===== src/design/idiv_pkg.sv =====
// Divider package: width constants, op codes and the pipeline word.
// No dependencies; used by every divider module.
package idiv_pkg;

  localparam int WIDTH   = 64;  // datapath width, 8..64
  localparam int FIELD_W = 64;  // port width of operands and result
  localparam int STEPS   = WIDTH;

  typedef enum logic [1:0] {
    OP_UDIV = 2'd0,
    OP_UREM = 2'd1,
    OP_SDIV = 2'd2,
    OP_SREM = 2'd3
  } op_t;

  // One in-flight division.
  typedef struct packed {
    logic [WIDTH-1:0] rem;       // partial remainder
    logic [WIDTH-1:0] nq;        // dividend bits leave at top, quotient bits enter at bottom
    logic [WIDTH-1:0] dsr;       // divisor magnitude
    logic             neg_q;     // negate quotient at the end
    logic             neg_r;     // negate remainder at the end
    logic             want_rem;  // result is remainder
    logic             dz;        // divisor is zero
  } word_t;

endpackage


===== src/design/idiv_step.sv =====
// One restoring division step: one quotient bit, MSB first.
// Depends on idiv_pkg.
module idiv_step (
  input  logic            clk,
  input  logic            rst,
  input  logic            in_valid,
  output logic            in_ready,
  input  idiv_pkg::word_t in_word,
  output logic            out_valid,
  input  logic            out_ready,
  output idiv_pkg::word_t out_word
);
  import idiv_pkg::*;

  logic [WIDTH:0] shifted, diff;  // extra bit holds the carry out of the remainder
  logic           ge;
  word_t          word_next;
  logic           valid;
  word_t          word;

  always_comb begin
    shifted           = {in_word.rem, in_word.nq[WIDTH-1]};
    diff              = shifted - {1'b0, in_word.dsr};
    ge                = (shifted >= {1'b0, in_word.dsr});
    word_next         = in_word;
    word_next.rem     = ge ? diff[WIDTH-1:0] : shifted[WIDTH-1:0];
    word_next.nq      = {in_word.nq[WIDTH-2:0], ge};
  end

  assign in_ready = !valid || out_ready;

  always_ff @(posedge clk) begin
    if (rst) begin
      valid <= 1'b0;
    end else if (in_ready) begin
      valid <= in_valid;
    end
  end

  always_ff @(posedge clk) begin
    if (in_valid && in_ready) begin
      word <= word_next;
    end
  end

  assign out_valid = valid;
  assign out_word  = word;

endmodule


===== config.mk =====
export PLATFORM = sky130hd
export DESIGN_NAME = idiv_step
export DESIGN_NICKNAME = d
export VERILOG_FILES = /design/src/design/idiv_pkg.sv /design/src/design/idiv_step.sv
export SDC_FILE = /design/constraint.sdc
export NUM_CORES = 1
export LEC_CHECK = 0
export BUFFER_PORTS_ARGS = -buffer_cell sky130_fd_sc_hd__buf_2
export CORE_AREA = 4 4 205 207
export CTS_CLUSTER_DIAMETER = 40
export CTS_CLUSTER_SIZE = 10
export DETAILED_ROUTE_END_ITERATION = 6
export DIE_AREA = 0 0 209 211
export PLACE_DENSITY = 0.6
export SYNTH_ARGS = -nofsm -noshare
export SYNTH_HDL_FRONTEND = slang
export SYNTH_SLANG_ARGS = --single-unit

===== constraint.sdc =====
create_clock -name clk -period 9.8 [get_ports clk]
set_input_delay 1.96 -clock clk [delete_from_list [all_inputs] [get_ports clk]]
set_output_delay 1.96 -clock clk [all_outputs]
set_load 0.01 [all_outputs]

# After elaboration in Yosys (flattened, before gate mapping)
# Cells that the tools add are included.
# totals
out_inout_bits,198
wordCells,14
input_bits,200
reg_bits,197
# classes
muxes,1
n_lt_le_gt_ge,1
n_reduce_logical,3
addsub,1
# op_table
operator,count
greater-or-equal comparator 65 x 64 -> 1 bit,1
2-to-1 mux 64 bit,1
subtractor 64 bit,1
logical AND 1 bit,1
logical NOT 1 bit,1
logical OR 1 bit,1

# Longest topological paths before layout
# Gate-level depths: netlist of the first run.
# depth
ltp_word,3
depth_mapped,15
mapped_depth_nobuf,13

# Worst setup path before layout of the first run
# Ideal clock, no wire load.
# synth_path
kind,input -> register
from,in out_ready
to,"reg word, in the netlist out_word[0], enable pin"
t_arrival_ns,6.649
required_ns,9.219
slack_ns,2.570
setup_time_ns,0.581
stages,2
path_buffers,0
cell_sequence,nand2b_1 -> and2_1
# synth_via
elab_chain_len,2
# synth_rtl
element,line_no,text
start: declaration,idiv_step.sv:10,"input logic out_ready,"
logical OR 1 bit,idiv_step.sv:30,assign in_ready = !valid || out_ready;
logical AND 1 bit,idiv_step.sv:41,if (in_valid && in_ready) begin
end signal: assignment,idiv_step.sv:42,word <= word_next;
end: declaration,idiv_step.sv:19,word_t word;
# No other way between the ends.
# A chain may end at the register's enable or synchronous reset.

==> results of run 1 <==
## cell usage after synthesis, drive strengths merged, types with 2 or more instances
cell type | count | area (um^2)
o21ai | 38 | 190
o31ai | 3 | 22.5
nor3 | 10 | 50.1
clkbuf | 17 | 63.8
or3 | 2 | 12.5
and2 | 6 | 37.5
a221oi | 3 | 26.3
nor2 | 80 | 300
nor2b | 7 | 43.8
nand4 | 16 | 100
ha | 64 | 801
nand2 | 63 | 236
and3 | 7 | 43.8
or2 | 2 | 12.5
nand3 | 14 | 70.1
o21bai | 13 | 109
o211ai | 6 | 45.0
and4 | 4 | 35.0
o311ai | 2 | 17.5
buf | 13 | 140
mux2 | 16 | 240
xor2 | 29 | 254
a31oi | 11 | 75.1
a41oi | 2 | 17.5
a211oi | 9 | 67.6
nand2b | 4 | 25.0
a21o | 29 | 218
o21a | 9 | 67.6
a21oi | 118 | 598
nor4 | 5 | 31.3
xnor2 | 31 | 272
edfxtp | 196 | 5890
inv | 84 | 315
o2111ai | 3 | 26.3
o22ai | 2 | 18.8
a21boi | 4 | 30.0
## critical path, stage by stage
cell      delay, ps
buf_2           110
inv_1            50
ha_1            380
nand3_1         120
o21bai_1        220
a211oi_1        490
or4b_4          280
a311oi_4        140
o32a_2          270
o21ba_4         230
o21bai_4        770
buf_4           750
mux2_4          350
## flip-flops by register name (all words and copies together), names as in the netlist
signal and flops:
out_valid 1, out_word 196
## metrics by stage
step | instance area [um^2] | cells | utilization
after global placement | 13200 | 1843 | 0.327
after CTS | 13800 | 1875 | 0.341
final | 13800 | 1877 | 0.342
after global routing | 13800 | 1877 | 0.342
after floorplan | 10700 | 942 | -
after detailed placement | 13200 | 1843 | 0.327
## cells by family after synthesis
logic type	Yosys count	synth area share
AOI/OAI and AO/OA	264	0.156
and+or+nand+nor	225	0.0973
DFF	197	0.550
buffers and inverters	114	0.0484
adders and majority gates	65	0.0764
xor gates and xnor gates	60	0.0489
muxes	17	0.0233
## cell type report
type	count	area, um^2	area share
antenna	2	5.00	0.000363
clock buffer	17	425	0.0309
clock inverter	15	141	0.0103
inverter	84	315	0.0229
multi-input combinational	631	4320	0.313
sequential	197	5910	0.428
tap	532	666	0.0483
timing repair buffer	399	2010	0.146
## worst max-delay path by stage
stage | to | slack [ps]
3_5_place_dp | out_word[174] | 3200
2_1_floorplan | out_word[0] | 2570
3_3_place_gp | out_word[192] | 3260
6_report | out_word[191] | 3740
5_1_grt | out_word[184] | 3460
4_1_cts | out_word[160] | 3720
## routing by layer
metal | routed length (um) | up-vias | global-route usage
li1 | - | 4241 | -
met2 | 17000 | 304 | 0.257
met1 | 14600 | 4103 | 0.186
met3 | 2320 | 44 | 0.0489
met5 | 53 | - | 0
met4 | 649 | 8 | 0.0423
## layout by cell type (no fill, tap or decap), drive strengths merged, types with 17 or more instances in the layout
cell type and n:
a21o 29, a21oi 118, buf 399, clkbuf 17
edfxtp 196, ha 64, inv 91, nand2 63
nor2 80, o21ai 38, xnor2 31, xor2 29
## report_power, final
part / leakage (nW) / internal, mW / switching, mW
registers: 1.90 / 1.02 / 0.0161
logic: 3.89 / 0.219 / 0.313
clock network: 0.264 / 0.336 / 0.356
total: 6.05 / 1.57 / 0.685
==> flow_metrics.env, run 1 <==
export IMPL_netlist_instances=942
export IMPL_track_usage=0.151
export IMPL_dr_first_iter_drc_count=404
export IMPL_dominantRegCellSynth="edfxtp_1"
export IMPL_synth_seq_cells=197
export IMPL_setup_viol=0
export IMPL_cts_resized=0
export IMPL_grt_max_degree=137
export IMPL_layout_drive_gt1_share=0.343
export IMPL_worstHoldEndpoint="out_valid"
export IMPL_cp_max_fo=79
export IMPL_area_growth_pct=28.4
export IMPL_syn_area_um2=10700
export IMPL_grt_pass1_vias=8871
export IMPL_worstMarginPinSlew_ps=971
export IMPL_coreArea_um2=40400
export IMPL_num_nets_final=1595
export IMPL_drv_cap=0
export IMPL_io_buffers=397
export IMPL_io_pins=398
export IMPL_outcome="finished clean"
export IMPL_power_density_nw_per_um2=164
export IMPL_cts_tree="done"
export IMPL_min_from="out_valid"
export IMPL_antenna_found_initial=6
export IMPL_drtPass1Iterations=4
export IMPL_synth_nets=1207
export IMPL_reg2regPathDepth=3
export IMPL_power_mw=2.26
export IMPL_drt_wirelength_per_cell_um=18.4
export IMPL_grt_pass1_wl_um=51300
export IMPL_overflow=0
export IMPL_antenna_left=0
export IMPL_crit_start="in_word[8]"
export IMPL_cts_root_buf="clkbuf_16"
export IMPL_critical_path_class="in2reg"
export IMPL_die_w_um=209
export IMPL_worstPathRequired_ps=10020
export IMPL_htreeDepth=4
export IMPL_post_cts_buffers=0
export IMPL_fin_ws_ps=3740
export IMPL_r2r_start="out_valid"
export IMPL_setup_tns_ps=0
export IMPL_slew_violations=0
export IMPL_cts_buffers=17
export IMPL_hp_class="reg2reg"
export IMPL_clock_fmax_mhz=165
export IMPL_min_path_cells=2
export IMPL_fin_hold_ws_ps=535
export IMPL_pre_cts_ws_ps=3200
export IMPL_finClkSkew_ps=10.4
export IMPL_wirelength_um=34600
export IMPL_peakVddDrop_mv=0.118
export IMPL_rsz0062_at_grt="no"
export IMPL_worstPathArrival_ps=6280
export IMPL_die_area_um2=44100
export IMPL_p_leak_nw=6.05
export IMPL_gp_congestion=0.900
export IMPL_drc=0
export IMPL_clk_latency_ps=460
export IMPL_fin_crit_ps=6060
export IMPL_slew_headroom=0.351
export IMPL_cts_buffer_depth=2
export IMPL_holdBufCountCts=0
export IMPL_cts_sinks=197
export IMPL_synth_avg_cell_area_um2=11.4
export IMPL_end_kind="register"
export IMPL_post_route_period_util=0.619
export IMPL_synth_edf_count=196
export IMPL_vias=8700
export IMPL_async_flop_share=0
export IMPL_clk_pin_slew_ps=80
export IMPL_reg2reg_slack_ps=7570
export IMPL_hpwl_um=27800
export IMPL_yosysWarnings=0
export IMPL_critPathLaunchType="input pin"
export IMPL_start_util=0.266
export IMPL_synth_seq_area_share=0.550
export IMPL_r2r_end="out_word[182]"
export IMPL_row_count=74
export IMPL_synth_cell_types=64
export IMPL_hold_viol=0
export IMPL_die_height_um=211
export IMPL_num_fill_cells=4197
export IMPL_viasPerCell=4.64
Note: power is estimated with default switching activity, not from simulation.
==> run 2: changes to the inputs <==
PLACE_DENSITY = 0.61   (was 0.6)
clock period = 4.95 ns   (was 9.8 ns; I/O delays follow)
==> run 2 against run 1 <==
Count of clock-buffer cells in the layout up 3. Utilization grew 0.21 points. Non-clock buffer count grew 4. Sequential cell count unchanged. Die area unchanged. Clock power rose by 100%. Clock skew down 1.4 ps. Critical endpoint is now out_word[194]. Via count up 0.99%. Sequential share of layout area shrank 0.26 points. Sequential power up 99%.
==> flow_metrics.env, run 2 (same netlist as run 1, synthesis figures left out) <==
export IMPL_outcome="finished clean"
export IMPL_antenna_left=0
export IMPL_grt_pass1_vias=8981
export IMPL_cts_sinks=197
export IMPL_setup_viol=0
export IMPL_setup_tns_ps=0
export IMPL_start_util=0.266
export IMPL_pre_cts_ws_ps=78.5
export IMPL_hold_viol=0
export IMPL_fin_ws_ps=673
export IMPL_wirelength_um=34900
export IMPL_reg2regPathDepth=3
export IMPL_grt_max_degree=88
export IMPL_io_pins=398
export IMPL_reg2reg_slack_ps=3270
export IMPL_cts_buffer_depth=2
export IMPL_fin_crit_ps=4280
export IMPL_cp_common_cell="a211oi_1"
export IMPL_worstHoldEndpoint="out_valid"
export IMPL_worstPathArrival_ps=4480
export IMPL_drv_cap=0
export IMPL_post_cts_buffers=0
export IMPL_antenna_found_initial=9
export IMPL_coreArea_um2=40400
export IMPL_largest_reg_flops=196
export IMPL_die_height_um=211
export IMPL_clk_pin_slew_ps=70
export IMPL_io_buffers=397
export IMPL_critical_path_class="in2reg"
export IMPL_crit_family="compound AO/OA/AOI/OAI gates"
export IMPL_cp_max_fo=3
export IMPL_cts_root_buf="clkbuf_16"
export IMPL_r2r_start="out_valid"
export IMPL_drc=0
export IMPL_viasPerCell=4.67
export IMPL_vias=8786
export IMPL_peakVddDrop_mv=0.236
export IMPL_cp_num_buf_inv=1
export IMPL_final_cell_mix="buf_2, edfxtp_1, a21oi_1"
export IMPL_gp_congestion=0.867
export IMPL_layout_drive_gt1_share=0.344
export IMPL_clock_fmax_mhz=234
export IMPL_end_kind="register"
export IMPL_dr_first_iter_drc_count=506
export IMPL_htreeDepth=4
export IMPL_critPathLaunchType="input pin"
export IMPL_drtPass1Iterations=5
export IMPL_cpMaxStageDelayCell="a211oi_1"
export IMPL_die_area_um2=44100
export IMPL_num_nets_final=1599
export IMPL_power_density_nw_per_um2=325
export IMPL_hp_class="reg2reg"
export IMPL_p_leak_nw=6.09
export IMPL_power_mw=4.51
export IMPL_cts_tree="done"
export IMPL_rsz0062_at_grt="no"
export IMPL_hpwl_um=28400
export IMPL_overflow=0
export IMPL_min_from="out_valid"
export IMPL_row_count=74
export IMPL_post_route_period_util=0.864
export IMPL_die_w_um=209
export IMPL_slew_headroom=0.639
export IMPL_track_usage=0.153
export IMPL_grt_pass1_wl_um=51800
export IMPL_holdBufCountCts=0
export IMPL_cts_buffers=17
export IMPL_cp_cell_sequence="buf_2, ha_1, fa_1, nor2b_1, o2111ai_1, a211oi_1, o311ai_1, a211oi_1, a21oi_1, o211ai_1, a221oi_1, xnor2_1, mux2_4"
export IMPL_r2r_end="out_word[51]"
export IMPL_cts_resized=0
export IMPL_slew_violations=0
export IMPL_clk_latency_ps=460
export IMPL_worstMarginPinSlew_ps=538
export IMPL_cpPeakStageDelay_ps=470
export IMPL_drt_wirelength_per_cell_um=18.5
export IMPL_min_path_cells=2
export IMPL_area_growth_pct=29.2
export IMPL_final_common_cell="buf_2"
export IMPL_finClkSkew_ps=8.95
export IMPL_worstPathRequired_ps=5150
run 2: changes by cell type in the layout (fill, tap and decap cells not counted), sizes merged:
cell	delta
buf	+4
bufinv	+1
clkbuf	+3
clkinv	-1
clkinvlp	+1
diode	+2
inv	-4
run 2: power by group:
group / switching (mW) / internal [mW] / leakage (nW) / total (mW)
clock: 0.673 / 0.730 / 0.269 / 1.40
combinational: 0.624 / 0.441 / 3.93 / 1.06
sequential: 0.0323 / 2.01 / 1.90 / 2.05
run 2: worst max-delay path by stage:
stage | endpoint | slack (ps) | start | cells past startpoint
final | out_word[194] | 670 | in_word[4] | 13
after global routing | out_word[194] | 330 | in_word[4] | 13
after CTS | out_word[194] | 580 | in_word[4] | 13
after detailed placement | out_word[194] | 80 | in_word[4] | 13
after global placement | out_word[194] | 260 | in_word[131] | 14
after floorplan | out_word[0] | 900 | out_ready | 2
run 2: through the flow:
step / cell area (um^2) / utilization / instances / hold WS [ps]
floorplan: 10700 / - / 942 / 593
global placement: 13300 / 0.329 / 1847 / 506
detailed placement: 13300 / 0.329 / 1847 / 526
CTS: 13900 / 0.343 / 1879 / 536
global route: 13900 / 0.344 / 1881 / 551
finish: 13900 / 0.344 / 1883 / 529
run 2: cell type report:
| cell class | count | area [um^2] |
|---|---|---|
| Fill cell | 4161 | 26500 |
| Sequential cell | 197 | 5910 |
| Multi-Input combinational cell | 631 | 4320 |
| Timing Repair Buffer | 403 | 2080 |
| Tap cell | 532 | 666 |
| Clock buffer | 20 | 457 |
| Inverter | 84 | 315 |
| Clock inverter | 12 | 121 |
| Antenna cell | 4 | 10.0 |
run 2: tightest hold or removal path: stages, from the launching register on:
cell and delay [ps]:
dfxtp_1 310, nand2b_1 110, a21oi_1 70
run 2: layer usage:
metal / share of wire / global-route usage / routed length, um
met5: 0.0016 / 0 / 55
met4: 0.020 / 0.0488 / 697
met3: 0.064 / 0.0432 / 2250
met2: 0.48 / 0.257 / 16900
met1: 0.43 / 0.193 / 15000
