[src/design/idiv_pkg.sv]
// Divider package: width constants, op codes and the pipeline word.
// No dependencies; used by every divider module.
package idiv_pkg;

  localparam int WIDTH   = 64;  // datapath width, 8..64
  localparam int FIELD_W = 64;  // port width of operands and result
  localparam int STEPS   = WIDTH;

  typedef enum logic [1:0] {
    OP_UDIV = 2'd0,
    OP_UREM = 2'd1,
    OP_SDIV = 2'd2,
    OP_SREM = 2'd3
  } op_t;

  // One in-flight division.
  typedef struct packed {
    logic [WIDTH-1:0] rem;       // partial remainder
    logic [WIDTH-1:0] nq;        // dividend bits leave at top, quotient bits enter at bottom
    logic [WIDTH-1:0] dsr;       // divisor magnitude
    logic             neg_q;     // negate quotient at the end
    logic             neg_r;     // negate remainder at the end
    logic             want_rem;  // result is remainder
    logic             dz;        // divisor is zero
  } word_t;

endpackage

[src/design/idiv_post.sv]
// Divider output stage: quotient/remainder select, sign fixup, zero divisor.
// Depends on idiv_pkg.
module idiv_post (
  input  logic                         clk,
  input  logic                         rst,
  input  logic                         in_valid,
  output logic                         in_ready,
  input  idiv_pkg::word_t              in_word,
  output logic                         out_valid,
  input  logic                         out_ready,
  output logic [idiv_pkg::FIELD_W-1:0] result
);
  import idiv_pkg::*;

  logic [WIDTH-1:0]   sel;
  logic [FIELD_W-1:0] result_next;
  logic               valid;

  always_comb begin
    if (in_word.dz) begin
      sel = '0;
    end else if (in_word.want_rem) begin
      sel = in_word.neg_r ? (~in_word.rem + WIDTH'(1)) : in_word.rem;
    end else begin
      sel = in_word.neg_q ? (~in_word.nq + WIDTH'(1)) : in_word.nq;
    end
    result_next = FIELD_W'(sel);
  end

  assign in_ready = !valid || out_ready;

  always_ff @(posedge clk) begin
    if (rst) begin
      valid <= 1'b0;
    end else if (in_ready) begin
      valid <= in_valid;
    end
  end

  always_ff @(posedge clk) begin
    if (in_valid && in_ready) begin
      result <= result_next;
    end
  end

  assign out_valid = valid;

endmodule

[config.mk]
export PLATFORM = sky130hd
export DESIGN_NAME = idiv_post
export DESIGN_NICKNAME = d
export VERILOG_FILES = /design/src/design/idiv_pkg.sv /design/src/design/idiv_post.sv
export SDC_FILE = /design/constraint.sdc
export NUM_CORES = 1
export LEC_CHECK = 0
export BUFFER_PORTS_ARGS = -buffer_cell sky130_fd_sc_hd__buf_2
export CAP_MARGIN = 5
export CORE_ASPECT_RATIO = 0.7
export CORE_UTILIZATION = 48
export DETAILED_ROUTE_END_ITERATION = 8
export PLACE_DENSITY = 0.92
export SYNTH_ARGS = -nofsm -noshare
export SYNTH_HDL_FRONTEND = slang
export SYNTH_SLANG_ARGS = --single-unit
[constraint.sdc]
create_clock -name clk -period 3 [get_ports clk]
set_input_delay 0.3 -clock clk [delete_from_list [all_inputs] [get_ports clk]]
set_output_delay 0.3 -clock clk [all_outputs]
set_load 0.005 [all_outputs]
* Word level (Yosys, flattened, before mapping)
Index checks and enable logic that the tools add are counted.
** Word-level totals
- Register bits :: 65
- Input port bits :: 200
- Word-level logic and storage cells :: 12
** Cells by class
- $add $sub $neg :: 2
- Multiplexer cells :: 3
- Bitwise gates (word level) :: 2
- Reductions and logical operators :: 3
** Operators by type and width (count)
- two-way mux 64 bit :: 3
- adder 64 x 1 -> 64 bit (second input constant) :: 2
- inverter 64 bit :: 2
- logical AND 1 bit :: 1
- zero test 1 bit :: 1
- logical OR 1 bit :: 1

* Longest topological paths before layout
Gate-level depths: netlist (run 1).
- Depth in word-level cells :: 4
- Depth in mapped cells :: 9
- Mapped depth without buffers :: 8

* Worst setup path before layout (run 1)
Ideal clock, no wire load.
- Path kind :: in2reg
- Start point :: in in_word[69] (netlist name)
- End point :: reg result[62] (netlist name), data pin
- Data arrival time :: 2.209 ns
- Slack :: 0.511 ns
- Stages :: 8
- Cell sequence :: inv_1 -> ha_1 -> or4b_1 -> nand4b_1 -> or2_2 -> o31ai_1 -> mux2i_1 -> o311ai_0
** On the way
- Cells in the longest elaborated chain, start to end :: 4
** Ends and longest elaborated chain
- start: declaration :: line idiv_post.sv:8 : input idiv_pkg::word_t in_word,
- inverter 64 bit :: line idiv_post.sv:25 : sel = in_word.neg_q ? (~in_word.nq + WIDTH'(1)) : in_word.nq;
- adder 64 x 1 -> 64 bit :: line idiv_post.sv:25
- two-way mux 64 bit :: line idiv_post.sv:25
- two-way mux 64 bit :: line idiv_post.sv:22 : end else if (in_word.want_rem) begin
- end signal: assignment :: line idiv_post.sv:42 : result <= result_next;
- end: declaration :: line idiv_post.sv:11 : output logic [idiv_pkg::FIELD_W-1:0] result
No other way between the ends.
A chain may end at the register's enable or synchronous reset.

* Worst setup path after layout (run 1)
- Start point :: in in_word[164] (netlist name)
- End point :: reg result[42] (netlist name), data pin
** On the way
- Cells in the longest elaborated chain, start to end :: 4
** Ends and longest elaborated chain
- inverter 64 bit :: line idiv_post.sv:23 : sel = in_word.neg_r ? (~in_word.rem + WIDTH'(1)) : in_word.rem;
- adder 64 x 1 -> 64 bit :: line idiv_post.sv:23
- two-way mux 64 bit :: line idiv_post.sv:23
- two-way mux 64 bit :: line idiv_post.sv:22
No other way between the ends.

==> results of run 1 <==
[worst max-delay path by stage]
| stage | start | endpoint | slack (ns) | cells after the start |
|---|---|---|---|---|
| floorplan | in_word[69] | result[62]$_SDFFCE_PP0P_ | 0.51 | 8 |
| global placement | in_word[69] | result[52]$_SDFFCE_PP0P_ | 0.16 | 9 |
| detailed placement | in_word[69] | result[52]$_SDFFCE_PP0P_ | 0.15 | 9 |
| CTS | in_word[69] | result[48]$_SDFFCE_PP0P_ | 0.50 | 9 |
| global route | in_word[82] | result[46]$_SDFFCE_PP0P_ | 0.27 | 8 |
| finish | in_word[164] | result[42]$_SDFFCE_PP0P_ | 0.42 | 8 |
[cell usage in the layout (no fill, tap or decap), drive strengths merged, types with 4 or more instances in the layout]
cell / synthesis / final
mux2i: 4 / 4
or3: 20 / 20
or2: 9 / 9
nor2: 47 / 47
xnor2: 32 / 32
o31ai: 34 / 34
buf: 10 / 239
a211oi: 28 / 28
nand4b: 5 / 5
nand4: 12 / 12
nor2b: 4 / 4
o41ai: 41 / 41
inv: 6 / 7
clkbuf: 29 / 10
or4: 23 / 23
o21ai: 23 / 23
nor3: 18 / 18
o22ai: 32 / 32
edfxtp: 64 / 64
nor4: 25 / 25
nand3: 14 / 14
nand2b: 9 / 9
nand2: 37 / 37
xor2: 84 / 84
[logic make-up after synthesis]
| group | after synthesis |
|---|---|
| and+or+nand+nor | 236 |
| buffers and inverters | 46 |
| muxes | 4 |
| AOI/OAI and AO/OA | 170 |
| adders and majority gates | 2 |
| DFF | 65 |
| xor gates and xnor gates | 116 |
[layout make-up]
cell class | count | area share
timing repair buffer | 239 | 0.174
tap | 157 | 0.0260
multi-input combinational | 528 | 0.493
clock buffer | 10 | 0.0303
antenna | 1 | 0.000332
sequential | 65 | 0.257
clock inverter | 6 | 0.0153
inverter | 7 | 0.00348
[flip-flops by register name, summed over array words and instances, names as in the netlist]
register	cells
result	64
out_valid	1
[stage by stage]
stage	cell area [sq um]	hold WS, ns	cells	utilization	setup WS (ns)
2_1_floorplan	5840	0.369	639	-	0.511
4_1_cts	7540	0.110	1012	0.641	0.503
5_1_grt	7550	0.113	1013	0.641	0.272
6_report	7550	0.118	1013	0.641	0.422
3_3_place_gp	7200	0.464	996	0.612	0.165
3_5_place_dp	7200	0.465	996	0.612	0.153
[routing by layer]
metal	GRT usage	wire length [um]	up-vias	share of wire
li1	-	-	2949	-
met1	0.455	8460	2995	0.41
met2	0.473	8550	483	0.42
met3	0.101	2860	64	0.14
met4	0.0985	534	0	0.026
met5	0	0	-	0
[power by group through the flow]
stage	Clock (mW)	Combinational, mW	Sequential [mW]
2_1_floorplan	0	0.347	1.14
3_3_place_gp	0	0.691	1.13
4_1_cts	1.27	0.711	1.11
5_1_grt	1.31	0.784	1.12
3_5_place_dp	0	0.706	1.13
6_report	1.26	0.725	1.11
==> metrics.cfg, run 1 <==
[setup_path]
path_cells = buf_2 > or4_1 > nor4_2 > nand4_1 > buf_4 > o41ai_1 > xor2_1 > a211oi_1
slowest_delay_ns = 0.63
required_ns = 3.07
r2r-start = out_valid$_SDFFE_PP0N_
reg2reg_slack_ns = 1.73
rr_worst_depth = 3
endpoint_kind = flop
crit_path_top_delay_cell = or4_1
cp_max_fo = 11
crit_arrival_ns = 2.64
worstReg2RegEnd = result[19]$_SDFFCE_PP0P_
critPathBufInv = 2
worst_setup_path_start_kind = input port
path_delay_family = simple AND/OR/NAND/NOR gates
path_class = in2reg

[route]
vias = 6491
drc_errors = 0
avgViaCountPerCell = 6.41
drtAntennaViolNets = 0
drtPass1Iterations = 6
wl_um = 20400
wire_per_inst_um = 20.1
drt_iter0_drc = 664

[grt]
antenna_found_initial = 1
grt_pass1_wl_um = 31200
grt-ovfl-total = 0
grt_max_degree = 65
grt_use_total = 0.325
grt_pass1_vias = 5848

[timing]
timing.setup.tns_ns = 0
fin_crit_ns = 2.58
rsz0062_at_grt = false
max_freq_ghz = 0.388
finalHoldViolCount = 0
finalSetupViolCount = 0
fin_crit_sh = 0.859
maxSlewViolCount = 0
finClkSkew_ns = 0.00856
maxSlewHeadroom = 0.535
worst_pin_slew_ns = 0.697

[floorplan]
core_sq_mm = 0.0118
placementRows = 33
die-area_sq_mm = 0.0126
die_w_um = 134
start_util = 0.496
die_y_um = 94.3
pin_count = 266

[place]
hpwl_um = 15300
gp_congestion = 0.966
port_buffers = 201

[cts]
cts_setup_buffers = 0
cts_tree = yes
clk_latency_ns = 0.34
cts_resized = 0
numCtsBuffers = 9
path_clk_slew_ns = 0.06
cts_hold_buf = 0
cts_buffer_depth = 2
htreeDepth = 3
clock_sinks = 65
clock-root-buffer = clkbuf_16

[run]
max-cap-violations = 0

[synth]
synth_area_sq_mm = 0.00584
yosysWarnings = 0
synth-compound-area-share = 0.218
synth_top_family_by_area = simple AND/OR/NAND/NOR gates
yosysMostFrequentCell = xor2_1
synthAdderAreaFrac = 0.00429
synth_top_area_cell = edfxtp_1
yosys.area.top_type_share = 0.329
synthArstFlopShare = 0
synth_nets = 841
synth_edf_count = 64
synth_cell_types = 50
syn_area_per_cell_sq_um = 9.14
ys_ff_latch = 65
synth_flop_cell = edfxtp_1
yosys.area_share.simple = 0.233
muxShareOfSynthArea = 0.00686
ys_top_cells_by_count = xor2_1, edfxtp_1, nor2_1, nand2_1, o41ai_1
synthTopCellsByArea = edfxtp_1, xor2_1, o41ai_1
seq_area_frac_synth = 0.333
synth-xor-area-share = 0.174
syn_inst = 639

[hold_path]
hold_end = out_valid$_SDFFE_PP0N_
hold_path.class = in2reg
hold_start = rst
hold_depth = 2

[power_and_ir_drop]
swShare = 0.285
power_density_mw_per_mm2 = 410
finalPower_mw = 3.09
vdd_drop_max_uv = 272
switching_power_mw = 0.883
p_leak_nw = 2.86
comb_power_share = 0.234
p_int_mw = 2.21
p_clk_frac = 0.407
power_frac_seq = 0.359

[status]
outcome = finished clean

[finish]
ff_latch_area_sq_mm = 0.00194
multi_input_area_sq_mm = 0.00372
nNetsFinal = 1052
nFillCells = 976
drive_above_1_share = 0.335
syn2layout_area_growth_pct = 29.2

Power figures use the tool's default switching activity.
==> run 2, diff against run 1 <==
--- a/config.mk
+++ b/config.mk
@@ -7,8 +7,10 @@
 export LEC_CHECK = 0
 export BUFFER_PORTS_ARGS = -buffer_cell sky130_fd_sc_hd__buf_2
 export CAP_MARGIN = 5
+export CELL_PAD_IN_SITES_DETAIL_PLACEMENT = 0
+export CELL_PAD_IN_SITES_GLOBAL_PLACEMENT = 1
 export CORE_ASPECT_RATIO = 0.7
-export CORE_UTILIZATION = 48
+export CORE_UTILIZATION = 35
 export DETAILED_ROUTE_END_ITERATION = 8
 export PLACE_DENSITY = 0.92
 export SYNTH_ARGS = -nofsm -noshare
==> run 2 against run 1 <==
Hold slack worse by 0.018 ns; non-clock buffer count is 15 higher; combinational power is 1% higher; clock-buffer cell count unchanged; global-route usage fell by 7.0 points; design area up 2.5%; clock skew is 0.0016 ns lower; cell count rose by 8.3%; critical path depth fell by 1; sequential power hardly changed; register-to-register slack lost 0.40 ns; die area up 36%; critical path type unchanged; critical endpoint is now result[61]$_SDFFCE_PP0P_; largest power group unchanged; highest routed layer unchanged.
==> metrics.cfg, run 2 (synthesized netlist as in run 1, its figures left out) <==
[route]
drc_errors = 0
avgViaCountPerCell = 5.77
wl_um = 21600
vias = 6328
wire_per_inst_um = 19.7
drtPass1Iterations = 5
drtAntennaViolNets = 0
drt_iter0_drc = 565

[timing]
finalHoldViolCount = 0
finalSetupViolCount = 0
maxSlewHeadroom = 0.447
fin_crit_sh = 0.865
hold_ws_ns = 0.0994
worst_pin_slew_ns = 0.819
fin_ws_ns = 0.405
fin_crit_ns = 2.60
max_freq_ghz = 0.385
maxSlewViolCount = 0
finClkSkew_ns = 0.00693
rsz0062_at_grt = false
timing.setup.tns_ns = 0

[grt]
grt-ovfl-total = 0
grt_use_total = 0.255
grt_pass1_vias = 5812
grt.met2_usage = 0.361
busiest_layer = met1
grt_max_degree = 42
grtUsageMet1 = 0.378
antenna_found_initial = 0
grt_pass1_wl_um = 32800
grt_use_met3 = 0.0579

[cts]
htreeDepth = 3
cts_hold_buf = 0
cts_setup_buffers = 0
cts_buffer_depth = 2
clock_sinks = 65
clock-root-buffer = clkbuf_16
clk_latency_ns = 0.36
cts_resized = 0
cts_tree = yes
numCtsBuffers = 9
path_clk_slew_ns = 0.06

[place]
hpwl_um = 16900
gp_congestion = 0.916
port_buffers = 201
pre_cts_slack_ns = 0.117

[finish]
syn2layout_area_growth_pct = 32.5
nNetsFinal = 1067
largest_register_ffs = 64
fin_util = 0.475
drive_above_1_share = 0.346
final_common_cell = buf_2
final_cell_mix = buf_2, xor2_1, edfxtp_1
max_flop_register = result

[setup_path]
crit_start = in_word[126]
r2r-start = out_valid$_SDFFE_PP0N_
rr_worst_depth = 3
path_class = in2reg
required_ns = 3.00
worst_setup_path_start_kind = input port
worstReg2RegEnd = result[11]$_SDFFCE_PP0P_
crit_arrival_ns = 2.59
reg2reg_slack_ns = 1.33
endpoint_kind = flop
cp_max_fo = 3

[run]
max-cap-violations = 0

[power_and_ir_drop]
p_leak_nw = 2.92
power_density_mw_per_mm2 = 401
vdd_drop_max_uv = 199

[floorplan]
die_w_um = 156
placementRows = 39
die-area_sq_mm = 0.0172
start_util = 0.358
core_sq_mm = 0.0163
pin_count = 266
die_y_um = 110

[hold_path]
hold_start = rst
hold_depth = 2
hold_end = out_valid$_SDFFE_PP0N_
hold_path.class = in2reg

[status]
outcome = finished clean

run 2: changes by cell type in the layout (fill, tap and decap cells not counted):
cell	previous run	this run
buf_12	2	1
buf_4	36	52
diode_2	1	2
run 2: report_power, final:
part / switching [mW] / internal [mW]
combinational: 0.430 / 0.304
sequential: 0.0183 / 1.09
clock: 0.443 / 0.816
total: 0.891 / 2.21
run 2: final cells by class:
class,instances,area [sq um]
fill,1656,8560
multi-input combinational,528,3720
sequential,65,1940
timing repair buffer,254,1420
tap,225,282
clock buffer,10,229
clock inverter,6,115
inverter,7,26.3
antenna,2,5.00
run 2: critical path, cell delays in order:
cell       delay, ns
buf_2           0.11
or4_1           0.56
or3_1           0.37
o41ai_1         0.43
a2111oi_0       0.17
a31oi_1         0.30
o311ai_0        0.36
run 2: worst max-delay path by stage:
stage | endpoint
floorplan | result[62]$_SDFFCE_PP0P_
global placement | result[58]$_SDFFCE_PP0P_
detailed placement | result[63]$_SDFFCE_PP0P_
CTS | result[61]$_SDFFCE_PP0P_
global route | result[40]$_SDFFCE_PP0P_
finish | result[61]$_SDFFCE_PP0P_
run 2: layer usage:
metal  share of wire  vias up
li1                -     2983
met1            0.48     2979
met2            0.40      338
met3            0.10       28
met4           0.018        0
met5               0        -
run 2: metrics by stage:
stage | instance area, sq um | total power, mW | std cells
floorplan | 5840 | 1.49 | 639
global placement | 7390 | 1.84 | 1079
detailed placement | 7390 | 1.85 | 1079
CTS | 7730 | 3.11 | 1095
global route | 7730 | 3.24 | 1095
finish | 7730 | 3.10 | 1097
