===== src/design/idiv_pkg.sv =====
// Divider package: width constants, op codes and the pipeline word.
// No dependencies; used by every divider module.
package idiv_pkg;

  localparam int WIDTH   = 64;  // datapath width, 8..64
  localparam int FIELD_W = 64;  // port width of operands and result
  localparam int STEPS   = WIDTH;

  typedef enum logic [1:0] {
    OP_UDIV = 2'd0,
    OP_UREM = 2'd1,
    OP_SDIV = 2'd2,
    OP_SREM = 2'd3
  } op_t;

  // One in-flight division.
  typedef struct packed {
    logic [WIDTH-1:0] rem;       // partial remainder
    logic [WIDTH-1:0] nq;        // dividend bits leave at top, quotient bits enter at bottom
    logic [WIDTH-1:0] dsr;       // divisor magnitude
    logic             neg_q;     // negate quotient at the end
    logic             neg_r;     // negate remainder at the end
    logic             want_rem;  // result is remainder
    logic             dz;        // divisor is zero
  } word_t;

endpackage


===== src/design/idiv_pre.sv =====
// Divider input stage: op decode, operand magnitudes, zero divisor flag.
// Depends on idiv_pkg.
module idiv_pre (
  input  logic                         clk,
  input  logic                         rst,
  input  logic                         in_valid,
  output logic                         in_ready,
  input  logic [1:0]                   op,
  input  logic [idiv_pkg::FIELD_W-1:0] dividend,
  input  logic [idiv_pkg::FIELD_W-1:0] divisor,
  output logic                         out_valid,
  input  logic                         out_ready,
  output idiv_pkg::word_t              out_word
);
  import idiv_pkg::*;

  logic [WIDTH-1:0] a, b, am, bm;
  logic             sgn, a_neg, b_neg;
  op_t              op_dec;
  word_t            word_next;
  logic             valid;
  word_t            word;

  always_comb begin
    op_dec = op_t'(op);
    a      = dividend[WIDTH-1:0];
    b      = divisor[WIDTH-1:0];
    sgn    = (op_dec == OP_SDIV) || (op_dec == OP_SREM);
    a_neg  = sgn & a[WIDTH-1];
    b_neg  = sgn & b[WIDTH-1];
    am     = a_neg ? (~a + WIDTH'(1)) : a;
    bm     = b_neg ? (~b + WIDTH'(1)) : b;

    word_next.rem      = '0;
    word_next.nq       = am;
    word_next.dsr      = bm;
    word_next.neg_q    = a_neg ^ b_neg;
    word_next.neg_r    = a_neg;
    word_next.want_rem = (op_dec == OP_UREM) || (op_dec == OP_SREM);
    word_next.dz       = (b == '0);
  end

  assign in_ready = !valid || out_ready;

  always_ff @(posedge clk) begin
    if (rst) begin
      valid <= 1'b0;
    end else if (in_ready) begin
      valid <= in_valid;
    end
  end

  always_ff @(posedge clk) begin
    if (in_valid && in_ready) begin
      word <= word_next;
    end
  end

  assign out_valid = valid;
  assign out_word  = word;

endmodule


===== config.mk =====
export PLATFORM = sky130hd
export DESIGN_NAME = idiv_pre
export DESIGN_NICKNAME = d
export VERILOG_FILES = /design/src/design/idiv_pkg.sv /design/src/design/idiv_pre.sv
export SDC_FILE = /design/constraint.sdc
export NUM_CORES = 1
export LEC_CHECK = 0
export BUFFER_PORTS_ARGS = -buffer_cell sky130_fd_sc_hd__buf_2
export CORE_AREA = 2 2 129 131
export DETAILED_ROUTE_END_ITERATION = 8
export DIE_AREA = 0 0 131 133
export GPL_ROUTABILITY_DRIVEN = 0
export PLACE_DENSITY = 0.78
export REMOVE_ABC_BUFFERS = 1
export SYNTH_ARGS = -nofsm -noshare
export SYNTH_HDL_FRONTEND = slang
export SYNTH_SLANG_ARGS = --single-unit
export TNS_END_PERCENT = 50

===== constraint.sdc =====
create_clock -name clk -period 6.2 [get_ports clk]
set_clock_uncertainty 0.15 [all_clocks]
set_input_delay 1.55 -clock clk [delete_from_list [all_inputs] [get_ports clk]]
set_output_delay 1.55 -clock clk [all_outputs]
set_load 0.02 [all_outputs]

* Word level (Yosys, flattened, before mapping)
Index checks and enable logic that the tools add are counted.
** Storage, ports and cells
- Logic and storage cells :: 25
- Register bits :: 133
- Input bits :: 134
- Output and inout port bits :: 198
** Cells by class
- Eq/ne operators :: 3
- Multiplexer cells :: 2
- Add/sub/neg operators :: 2
- Bitwise logic cells :: 5
- Reductions and logical operators :: 6
** Operator list (count)
- $add A64 B1 Y64 const B :: 2
- $mux W64 :: 2
- $not A64 Y64 :: 2
- $logic_not A64 Y1 :: 1
- $eq A2 B2 Y1 const B :: 2
- $logic_or A1 B1 Y1 :: 3
- $and A1 B1 Y1 :: 2
- $eq A2 B1 Y1 const B :: 1
- $logic_and A1 B1 Y1 :: 1
- $logic_not A1 Y1 :: 1
- $xor A1 B1 Y1 :: 1

* Logic depth before layout (Yosys ltp)
Gate-level depths: netlist of the first run.
- Depth after elaboration :: 4
- Gate-level depth with buffers :: 7
- Depth with buffers taken out :: 7

* Worst setup path after synthesis of the first run
Ideal clock, no wire load.
- Path kind :: input port to flip-flop
- From :: input port out_ready
- To :: register word, in the netlist out_word[0] (enable)
- Buffers on the path :: 0
- Setup time :: 506 ps
- Arrival time :: 4882 ps
- Required time :: 5544 ps
- Stages on the path :: 2
- Slack :: 662 ps
- Path through :: nand2b_1 and2_1
** On the way
- Longest elaborated chain between the ends :: 2
** RTL lines
- from (decl) :: RTL line idiv_pre.sv:12 : input logic out_ready,
- $logic_or A1 B1 Y1 :: RTL line idiv_pre.sv:43 : assign in_ready = !valid || out_ready;
- $logic_and A1 B1 Y1 :: RTL line idiv_pre.sv:54 : if (in_valid && in_ready) begin
- to (signal assigned) :: RTL line idiv_pre.sv:55 : word <= word_next;
- to (decl) :: RTL line idiv_pre.sv:22 : word_t word;
No other way between the ends.
A chain may end at the register's enable or synchronous reset.

* Worst setup path in the final report of the first run
- From :: input port divisor[0] in the netlist's numbering
- To :: register word, in the netlist out_word[64], data pin
** On the way
- Longest elaborated chain between the ends :: 3
** RTL lines
- from (decl) :: RTL line idiv_pre.sv:10 : input logic [idiv_pkg::FIELD_W-1:0] divisor,
- $not A64 Y64 :: RTL line idiv_pre.sv:32 : bm = b_neg ? (~b + WIDTH'(1)) : b;
- $add A64 B1 Y64 :: RTL line idiv_pre.sv:32
- $mux W64 :: RTL line idiv_pre.sv:32
- via bm[60] :: RTL line idiv_pre.sv:17 : logic [WIDTH-1:0] a, b, am, bm;
The timed path passes the listed nets, and every way through them passes these cells.

==> qor.json, run 1 <==
{
  "flow_run": {
    "drv_cap": 0
  },
  "clock_tree": {
    "tritoncts": "yes",
    "clock_sink_count": 133,
    "cts-buffers-inserted": 17,
    "ctsResizeCount": 0,
    "cts_hold_bufs": 0,
    "worstSkewPairLatency_ns": 0.41,
    "cts_htree_levels": 4,
    "clk_pin_slew_ns": 0.05,
    "max-clock-path-buffers": 2,
    "post_cts.repair.setup_buffers": 0,
    "root_buffer": "sky130_fd_sc_hd__clkbuf_16"
  },
  "finish": {
    "layout_common_cells": "sky130_fd_sc_hd__buf_2 (267), sky130_fd_sc_hd__edfxtp_1 (132), sky130_fd_sc_hd__xor2_1 (81)",
    "layout-drive-gt1-share": 0.335,
    "finalNetCount": 1074,
    "postLayoutCellArea_um2": 9450,
    "fill_cells": 1377,
    "synth_to_layout_area_growth_pct": 25.3,
    "stdcell_count": 1173,
    "layout.cells.most_common": "sky130_fd_sc_hd__buf_2"
  },
  "floorplanning": {
    "core-area_um2": 16200,
    "fp.dieArea_um2": 17400,
    "rows": 47,
    "fp.dieW_um": 131,
    "die_height_um": 133,
    "ios": 332,
    "start_util": 0.466
  },
  "route": {
    "detail_route.wl_per_cell_um": 17.1,
    "final_antenna_net_count": 0,
    "post_drt_via_cell_ratio": 5.23,
    "totalWireLength_um": 20000,
    "detail_route.drc_violations": 0,
    "num_vias": 6137,
    "detail_route.iter0.violations": 450,
    "drt_pass1_iterations": 5
  },
  "sta": {
    "final_clock_period_utilization_by_the_worst_path": 0.651,
    "layout_min_cycle_time_ns": 4.04,
    "rsz_0062_raised_after_global_routing": "false",
    "report.final.setup_viol": 0,
    "timing.final.hold_violations": 0,
    "tightestPinTransition_ns": 1.02,
    "fmax_ghz": 0.248,
    "final.setup.tns_ns": 0,
    "relSlewSlack": 0.313,
    "report.final.slew_viol_count": 0,
    "layout_setup_ws_ns": 2.16
  },
  "power": {
    "p_sw_mw": 0.703,
    "clock_power_share": 0.387,
    "power.total_mw": 2.51,
    "seq_power_share": 0.439,
    "p_leak_nw": 3.90,
    "cellPowerDensity_nw_per_um2": 266,
    "worst_ir_drop_vdd_mv": 0.180,
    "combPwrFrac": 0.175,
    "switching_share": 0.280,
    "internal_power_mw": 1.81
  },
  "critical_path": {
    "worst_setup_path_end_kind": "flip-flop",
    "path_cells": "buf_2 -> inv_1 -> ha_1 -> nor4b_1 -> nand4_1 -> nor4_2 -> a31oi_1 -> xor2_1",
    "critPathMaxStageDelay_ns": 0.82,
    "worst_setup_path_start_kind": "input port",
    "setup.worst_path.class": "in2reg",
    "timing.critical_path.fanout_max": 8,
    "worstPathRequired_ns": 6.21,
    "critical_path.top_delay_family": "simple AND/OR/NAND/NOR gates",
    "critPathSlowestCell": "sky130_fd_sc_hd__nor4_2",
    "crit_arrival_ns": 4.05,
    "critPathBufInv": 2
  },
  "placement": {
    "io_buffer_count": 267,
    "detailed_place_hpwl_um": 15000,
    "dp.cells": 1139,
    "preCtsSetupSlack_ns": 1.87,
    "postPlaceCellArea_um2": 8870
  },
  "global_routing": {
    "grt_pass1_vias": 5577,
    "grt_usage": 0.223,
    "antenna_found_initial": 2,
    "maximum_number_of_pins_on_one_net_before_global_route_repair": 69,
    "globalRoute.totalOverflow": 0,
    "grt_pass1_wl_um": 29500
  },
  "logic_synthesis": {
    "synth_seq_cells": 133,
    "most_used_flip_flop_cell_after_synthesis": "sky130_fd_sc_hd__edfxtp_1",
    "number_of_different_library_cells_in_the_post_synthesis_netlist": 45,
    "synthesis.area_per_instance_um2": 11.3,
    "sequential_element_share_of_the_synthesized_area": 0.528,
    "synthesis.instances": 670,
    "yosys_warnings": 0,
    "post_synth_instance_area_um2": 7540,
    "synth_async_sr_flop_share": 0,
    "synth_edf_count": 132
  },
  "outcome": {
    "run_status": "finished clean"
  },
  "min_path": {
    "timing.hold.worst.class": "reg2reg"
  }
}
metal layers:
layer	wire length [µm]	GRT usage
met4	643	0.111
met2	9840	0.363
met3	1680	0.0501
met5	0	0
met1	7880	0.278
registers in the layout, indices dropped and copies added, names as in the netlist:
register and cells:
out_word 132, out_valid 1
worst paths after layout:
kind                   start      endpoint  slack, ns  depth (start not counted)
setup reg to reg   out_valid   out_word[5]       4.05                          3
hold reg to reg    out_valid     out_valid       0.39                          2
setup / recovery  divisor[0]  out_word[64]       2.16                          8
hold / removal     out_valid     out_valid       0.39                          2
power by group through the flow:
stage	clock network (mW)	logic, mW	registers [mW]
6_report	0.972	0.439	1.10
5_1_grt	1.02	0.473	1.11
4_1_cts	0.987	0.439	1.10
3_5_place_dp	0	0.437	1.12
3_3_place_gp	0	0.431	1.12
2_1_floorplan	0	0.162	1.22
worst min-delay path: cells and delay by family, from the launching register on:
kind / cells / cell delay (ns)
compound gates: 1 / 0.08
flops: 1 / 0.31
simple gates: 1 / 0.11
synth_stat cells, drive strengths merged, types with 2 or more instances:
library cell	n	share of area
a31oi	35	0.029
and4b	2	0.0027
nor3	36	0.025
nand3	6	0.0040
o31ai	10	0.011
ha	2	0.0033
xor2	81	0.094
a21oi	40	0.027
nand2b	3	0.0025
a41oi	4	0.0046
xnor2	42	0.049
nor2	55	0.027
or3	11	0.0091
inv	18	0.0090
clkbuf	14	0.0070
nor4	28	0.031
buf	71	0.069
and3	4	0.0033
o41ai	6	0.010
nor2b	4	0.0033
edfxtp	132	0.53
o21ai	13	0.0086
and2	6	0.0050
or4	9	0.010
nand2	15	0.0078
a21boi	2	0.0020
nand4	13	0.011
nor4b	3	0.0035
kinds of logic after synthesis:
| family | share of synthesized area |
|---|---|
| simple gates | 0.148 |
| flops | 0.528 |
| xor+xnor | 0.143 |
| compound gates | 0.0919 |
| buf+inv | 0.0848 |
| fa+ha+maj | 0.00332 |
| other cells | 0.000497 |
metrics by stage:
step / hold WS [ns] / util
4_1_cts: 0.397 / 0.584
6_report: 0.389 / 0.584
3_5_place_dp: 0.391 / 0.549
2_1_floorplan: 0.579 / -
3_3_place_gp: 0.375 / 0.549
5_1_grt: 0.442 / 0.584
layout make-up:
type	instances	area, µm²	area share
sequential	133	3980	0.422
tap	220	275	0.0291
timing repair buffer	271	1380	0.146
multi-input combinational	497	3170	0.335
clock buffer	18	429	0.0454
antenna	2	5.00	0.000530
inverter	18	67.6	0.00715
clock inverter	14	138	0.0146
Note: power is estimated with default switching activity, not from simulation.
==> inputs of run 2 (changes only) <==
- clock period: 6.2 -> 4.1 ns (I/O delays scaled with it)
==> run 2 against run 1 <==
Worst setup slack worse by 1.2 ns. Count of clock-buffer cells in the layout grew 1. Highest routed layer unchanged. Global-route usage up 0.44 points. Clock power rose by 57%.
==> qor.json, run 2 (same netlist as run 1, synthesis figures left out) <==
{
  "global_routing": {
    "grt_usage": {"value": 0.228, "change": "was 0.223"},
    "grt_use_met3": {"value": 0.0562, "change": "was 0.0501"},
    "grtUsageMet1": {"value": 0.286, "change": "was 0.278"},
    "met2_usage": {"value": 0.366, "change": "was 0.363"},
    "grt_pass1_wl": {"value": 30200, "unit": "µm", "change": "was 29500 µm"},
    "grt_most_used_layer": {"value": "met2", "change": "unchanged"},
    "globalRoute.totalOverflow": {"value": 0, "change": "unchanged"},
    "antenna_found_initial": {"value": 2, "change": "unchanged"},
    "maximum_number_of_pins_on_one_net_before_global_route_repair": {"value": 69, "change": "unchanged"},
    "grt_pass1_vias": {"value": 5802, "change": "was 5577"}
  },
  "route": {
    "detail_route.wl_per_cell": {"value": 17.1, "unit": "µm", "change": "about the same"},
    "detail_route.drc_violations": {"value": 0, "change": "unchanged"},
    "drt_pass1_iterations": {"value": 5, "change": "unchanged"},
    "detail_route.iter0.violations": {"value": 442, "change": "was 450"},
    "final_antenna_net_count": {"value": 0, "change": "unchanged"},
    "post_drt_via_cell_ratio": {"value": 5.29, "change": "was 5.23"},
    "totalWireLength": {"value": 20200, "unit": "µm", "change": "was 20000 µm"},
    "num_vias": {"value": 6250, "change": "was 6137"}
  },
  "floorplanning": {
    "fp.dieArea": {"value": 17400, "unit": "µm²", "change": "unchanged"},
    "die_height": {"value": 133, "unit": "µm", "change": "unchanged"},
    "core-area": {"value": 16200, "unit": "µm²", "change": "unchanged"},
    "ios": {"value": 332, "change": "unchanged"},
    "rows": {"value": 47, "change": "unchanged"},
    "fp.dieW": {"value": 131, "unit": "µm", "change": "unchanged"},
    "start_util": {"value": 0.466, "change": "unchanged"}
  },
  "clock_tree": {
    "cts_htree_levels": {"value": 4, "change": "unchanged"},
    "ctsResizeCount": {"value": 0, "change": "unchanged"},
    "clk_pin_slew": {"value": 0.05, "unit": "ns", "change": "about the same"},
    "tritoncts": {"value": "yes", "change": "unchanged"},
    "clock_sink_count": {"value": 133, "change": "unchanged"},
    "cts-buffers-inserted": {"value": 17, "change": "unchanged"},
    "worstSkewPairLatency": {"value": 0.42, "unit": "ns", "change": "was 0.41 ns"},
    "max-clock-path-buffers": {"value": 2, "change": "unchanged"},
    "post_cts.repair.setup_buffers": {"value": 0, "change": "unchanged"},
    "root_buffer": {"value": "sky130_fd_sc_hd__clkbuf_16", "change": "unchanged"},
    "cts_hold_bufs": {"value": 0, "change": "unchanged"}
  },
  "critical_path": {
    "crit_arrival": {"value": 3.13, "unit": "ns", "change": "was 4.05 ns"},
    "setup.worst_path.class": {"value": "in2reg", "change": "unchanged"},
    "worst_setup_path_start_kind": {"value": "input port", "change": "unchanged"},
    "path_cells": {"value": "buf_2 -> inv_1 -> ha_1 -> nor4b_1 -> nand4_1 -> nor4_2 -> buf_4 -> a31oi_1 -> xor2_1", "change": "was buf_2 -> inv_1 -> ha_1 -> nor4b_1 -> nand4_1 -> nor4_2 -> a31oi_1 -> xor2_1"},
    "timing.rr.end": {"value": "out_word[7]", "change": "was out_word[5]"},
    "worst_setup_path_end_kind": {"value": "flip-flop", "change": "unchanged"},
    "critPathMaxStageDelay": {"value": 0.55, "unit": "ns", "change": "was 0.82 ns"},
    "timing.critical_path.fanout_max": {"value": 8, "change": "unchanged"},
    "critical_path.top_delay_family": {"value": "simple AND/OR/NAND/NOR gates", "change": "unchanged"},
    "worst-r2r-cell-count": {"value": 3, "change": "unchanged"},
    "rr_startpoint": {"value": "out_valid", "change": "unchanged"},
    "worstPathRequired": {"value": 4.12, "unit": "ns", "change": "was 6.21 ns"},
    "critPathSlowestCell": {"value": "sky130_fd_sc_hd__nor4b_1", "change": "was sky130_fd_sc_hd__nor4_2"},
    "critPathBufInv": {"value": 3, "change": "was 2"},
    "rrSetupSlack": {"value": 2.19, "unit": "ns", "change": "was 4.05 ns"}
  },
  "finish": {
    "synth_to_layout_area_growth": {"value": 26.5, "unit": "%", "change": "was 25.3%"},
    "layout_common_cells": {"value": "sky130_fd_sc_hd__buf_2 (267), sky130_fd_sc_hd__edfxtp_1 (132), sky130_fd_sc_hd__xor2_1 (81)", "change": "unchanged"},
    "postLayoutCellArea": {"value": 9540, "unit": "µm²", "change": "was 9450 µm²"},
    "layout.cells.most_common": {"value": "sky130_fd_sc_hd__buf_2", "change": "unchanged"},
    "layout-drive-gt1-share": {"value": 0.343, "change": "was 0.335"},
    "largest_register_ff_count": {"value": 132, "change": "unchanged"},
    "stdcell_count": {"value": 1182, "change": "was 1173"},
    "finalNetCount": {"value": 1083, "change": "was 1074"}
  },
  "sta": {
    "layout_setup_ws": {"value": 0.994, "unit": "ns", "change": "was 2.16 ns"},
    "relSlewSlack": {"value": 0.402, "change": "was 0.313"},
    "tightestPinTransition": {"value": 0.888, "unit": "ns", "change": "was 1.02 ns"},
    "report.final.setup_viol": {"value": 0, "change": "unchanged"},
    "report.final.slew_viol_count": {"value": 0, "change": "unchanged"},
    "rsz_0062_raised_after_global_routing": {"value": "false", "change": "unchanged"},
    "timing.final.hold_violations": {"value": 0, "change": "unchanged"},
    "fmax_ghz": 0.322,
    "layout_min_cycle_time_ns": 3.11,
    "final_clock_period_utilization_by_the_worst_path": 0.758
  },
  "placement": {
    "dp.cells": {"value": 1148, "change": "was 1139"},
    "postPlaceCellArea": {"value": 8940, "unit": "µm²", "change": "was 8870 µm²"},
    "io_buffer_count": {"value": 267, "change": "unchanged"},
    "preCtsSetupSlack": {"value": 0.684, "unit": "ns", "change": "was 1.87 ns"},
    "detailed_place_hpwl": {"value": 15400, "unit": "µm", "change": "was 15000 µm"}
  },
  "power": {
    "p_leak": {"value": 3.96, "unit": "nW", "change": "was 3.90 nW"},
    "worst_ir_drop_vdd": {"value": 0.284, "unit": "mV", "change": "was 0.180 mV"},
    "cellPowerDensity": {"value": 405, "unit": "nW/µm²", "change": "was 266 nW/µm²"}
  },
  "min_path": {
    "number_of_cells_on_the_worst_hold_path": {"value": 2, "change": "unchanged"},
    "timing.hold.worst.class": {"value": "reg2reg", "change": "unchanged"},
    "hold_path_sink": {"value": "out_valid", "change": "unchanged"},
    "hold_start": {"value": "out_valid", "change": "unchanged"}
  },
  "outcome": {
    "run_status": {"value": "finished clean", "change": "unchanged"}
  },
  "flow_run": {
    "drv_cap": {"value": 0, "change": "unchanged"}
  }
}
run 2: cell types whose count changed in the layout (fill, tap and decap cells not counted):
cell	before	now
sky130_fd_sc_hd__clkinv_2	3	4
sky130_fd_sc_hd__clkbuf_1	1	2
sky130_fd_sc_hd__buf_4	3	12
sky130_fd_sc_hd__clkinvlp_4	5	3
sky130_fd_sc_hd__bufinv_16	2	3
sky130_fd_sc_hd__clkinv_4	2	3
sky130_fd_sc_hd__clkinv_1	2	0
run 2: area by class of cell:
type | instances | area [µm²]
sequential | 133 | 3980
multi-input combinational | 497 | 3170
timing repair buffer | 280 | 1450
fill | 1354 | 6630
inverter | 18 | 67.6
antenna | 2 | 5.00
clock inverter | 13 | 159
clock buffer | 19 | 433
tap | 220 | 275
run 2: through the flow:
step | power (mW) | hold slack [ns] | util | TNS (ns)
after floorplan | 2.09 | 0.579 | - | -120.51
after global placement | 2.35 | 0.393 | 0.553 | 0
after detailed placement | 2.36 | 0.409 | 0.553 | 0
after CTS | 3.89 | 0.417 | 0.589 | 0
after global routing | 4.00 | 0.465 | 0.589 | 0
final | 3.87 | 0.410 | 0.590 | 0
run 2: power by group:
group          internal [mW]  switching (mW)  total (mW)
Sequential              1.64          0.0267        1.67
Clock                  0.952           0.579        1.53
Combinational          0.214           0.455       0.668
Total                   2.81            1.06        3.87
run 2: tightest hold or removal path: stages (launching register included):
cell and delay, ns:
sky130_fd_sc_hd__dfxtp_1 0.31, sky130_fd_sc_hd__nand2b_1 0.12, sky130_fd_sc_hd__a21oi_1 0.08
run 2: how the worst max path moves through the flow:
stage                     cells past startpoint        start       endpoint
after floorplan                               2    out_ready    out_word[0]
after detailed placement                      9   divisor[1]   out_word[64]
final                                         9   divisor[1]   out_word[64]
after global routing                          8  dividend[1]  out_word[128]
after global placement                        9   divisor[0]   out_word[66]
after CTS                                     9   divisor[1]   out_word[64]
run 2: metal layers:
metal,up-vias,share of wire
li1,2912,-
met1,2923,0.40
met2,356,0.48
met5,-,0
met3,59,0.085
met4,0,0.039
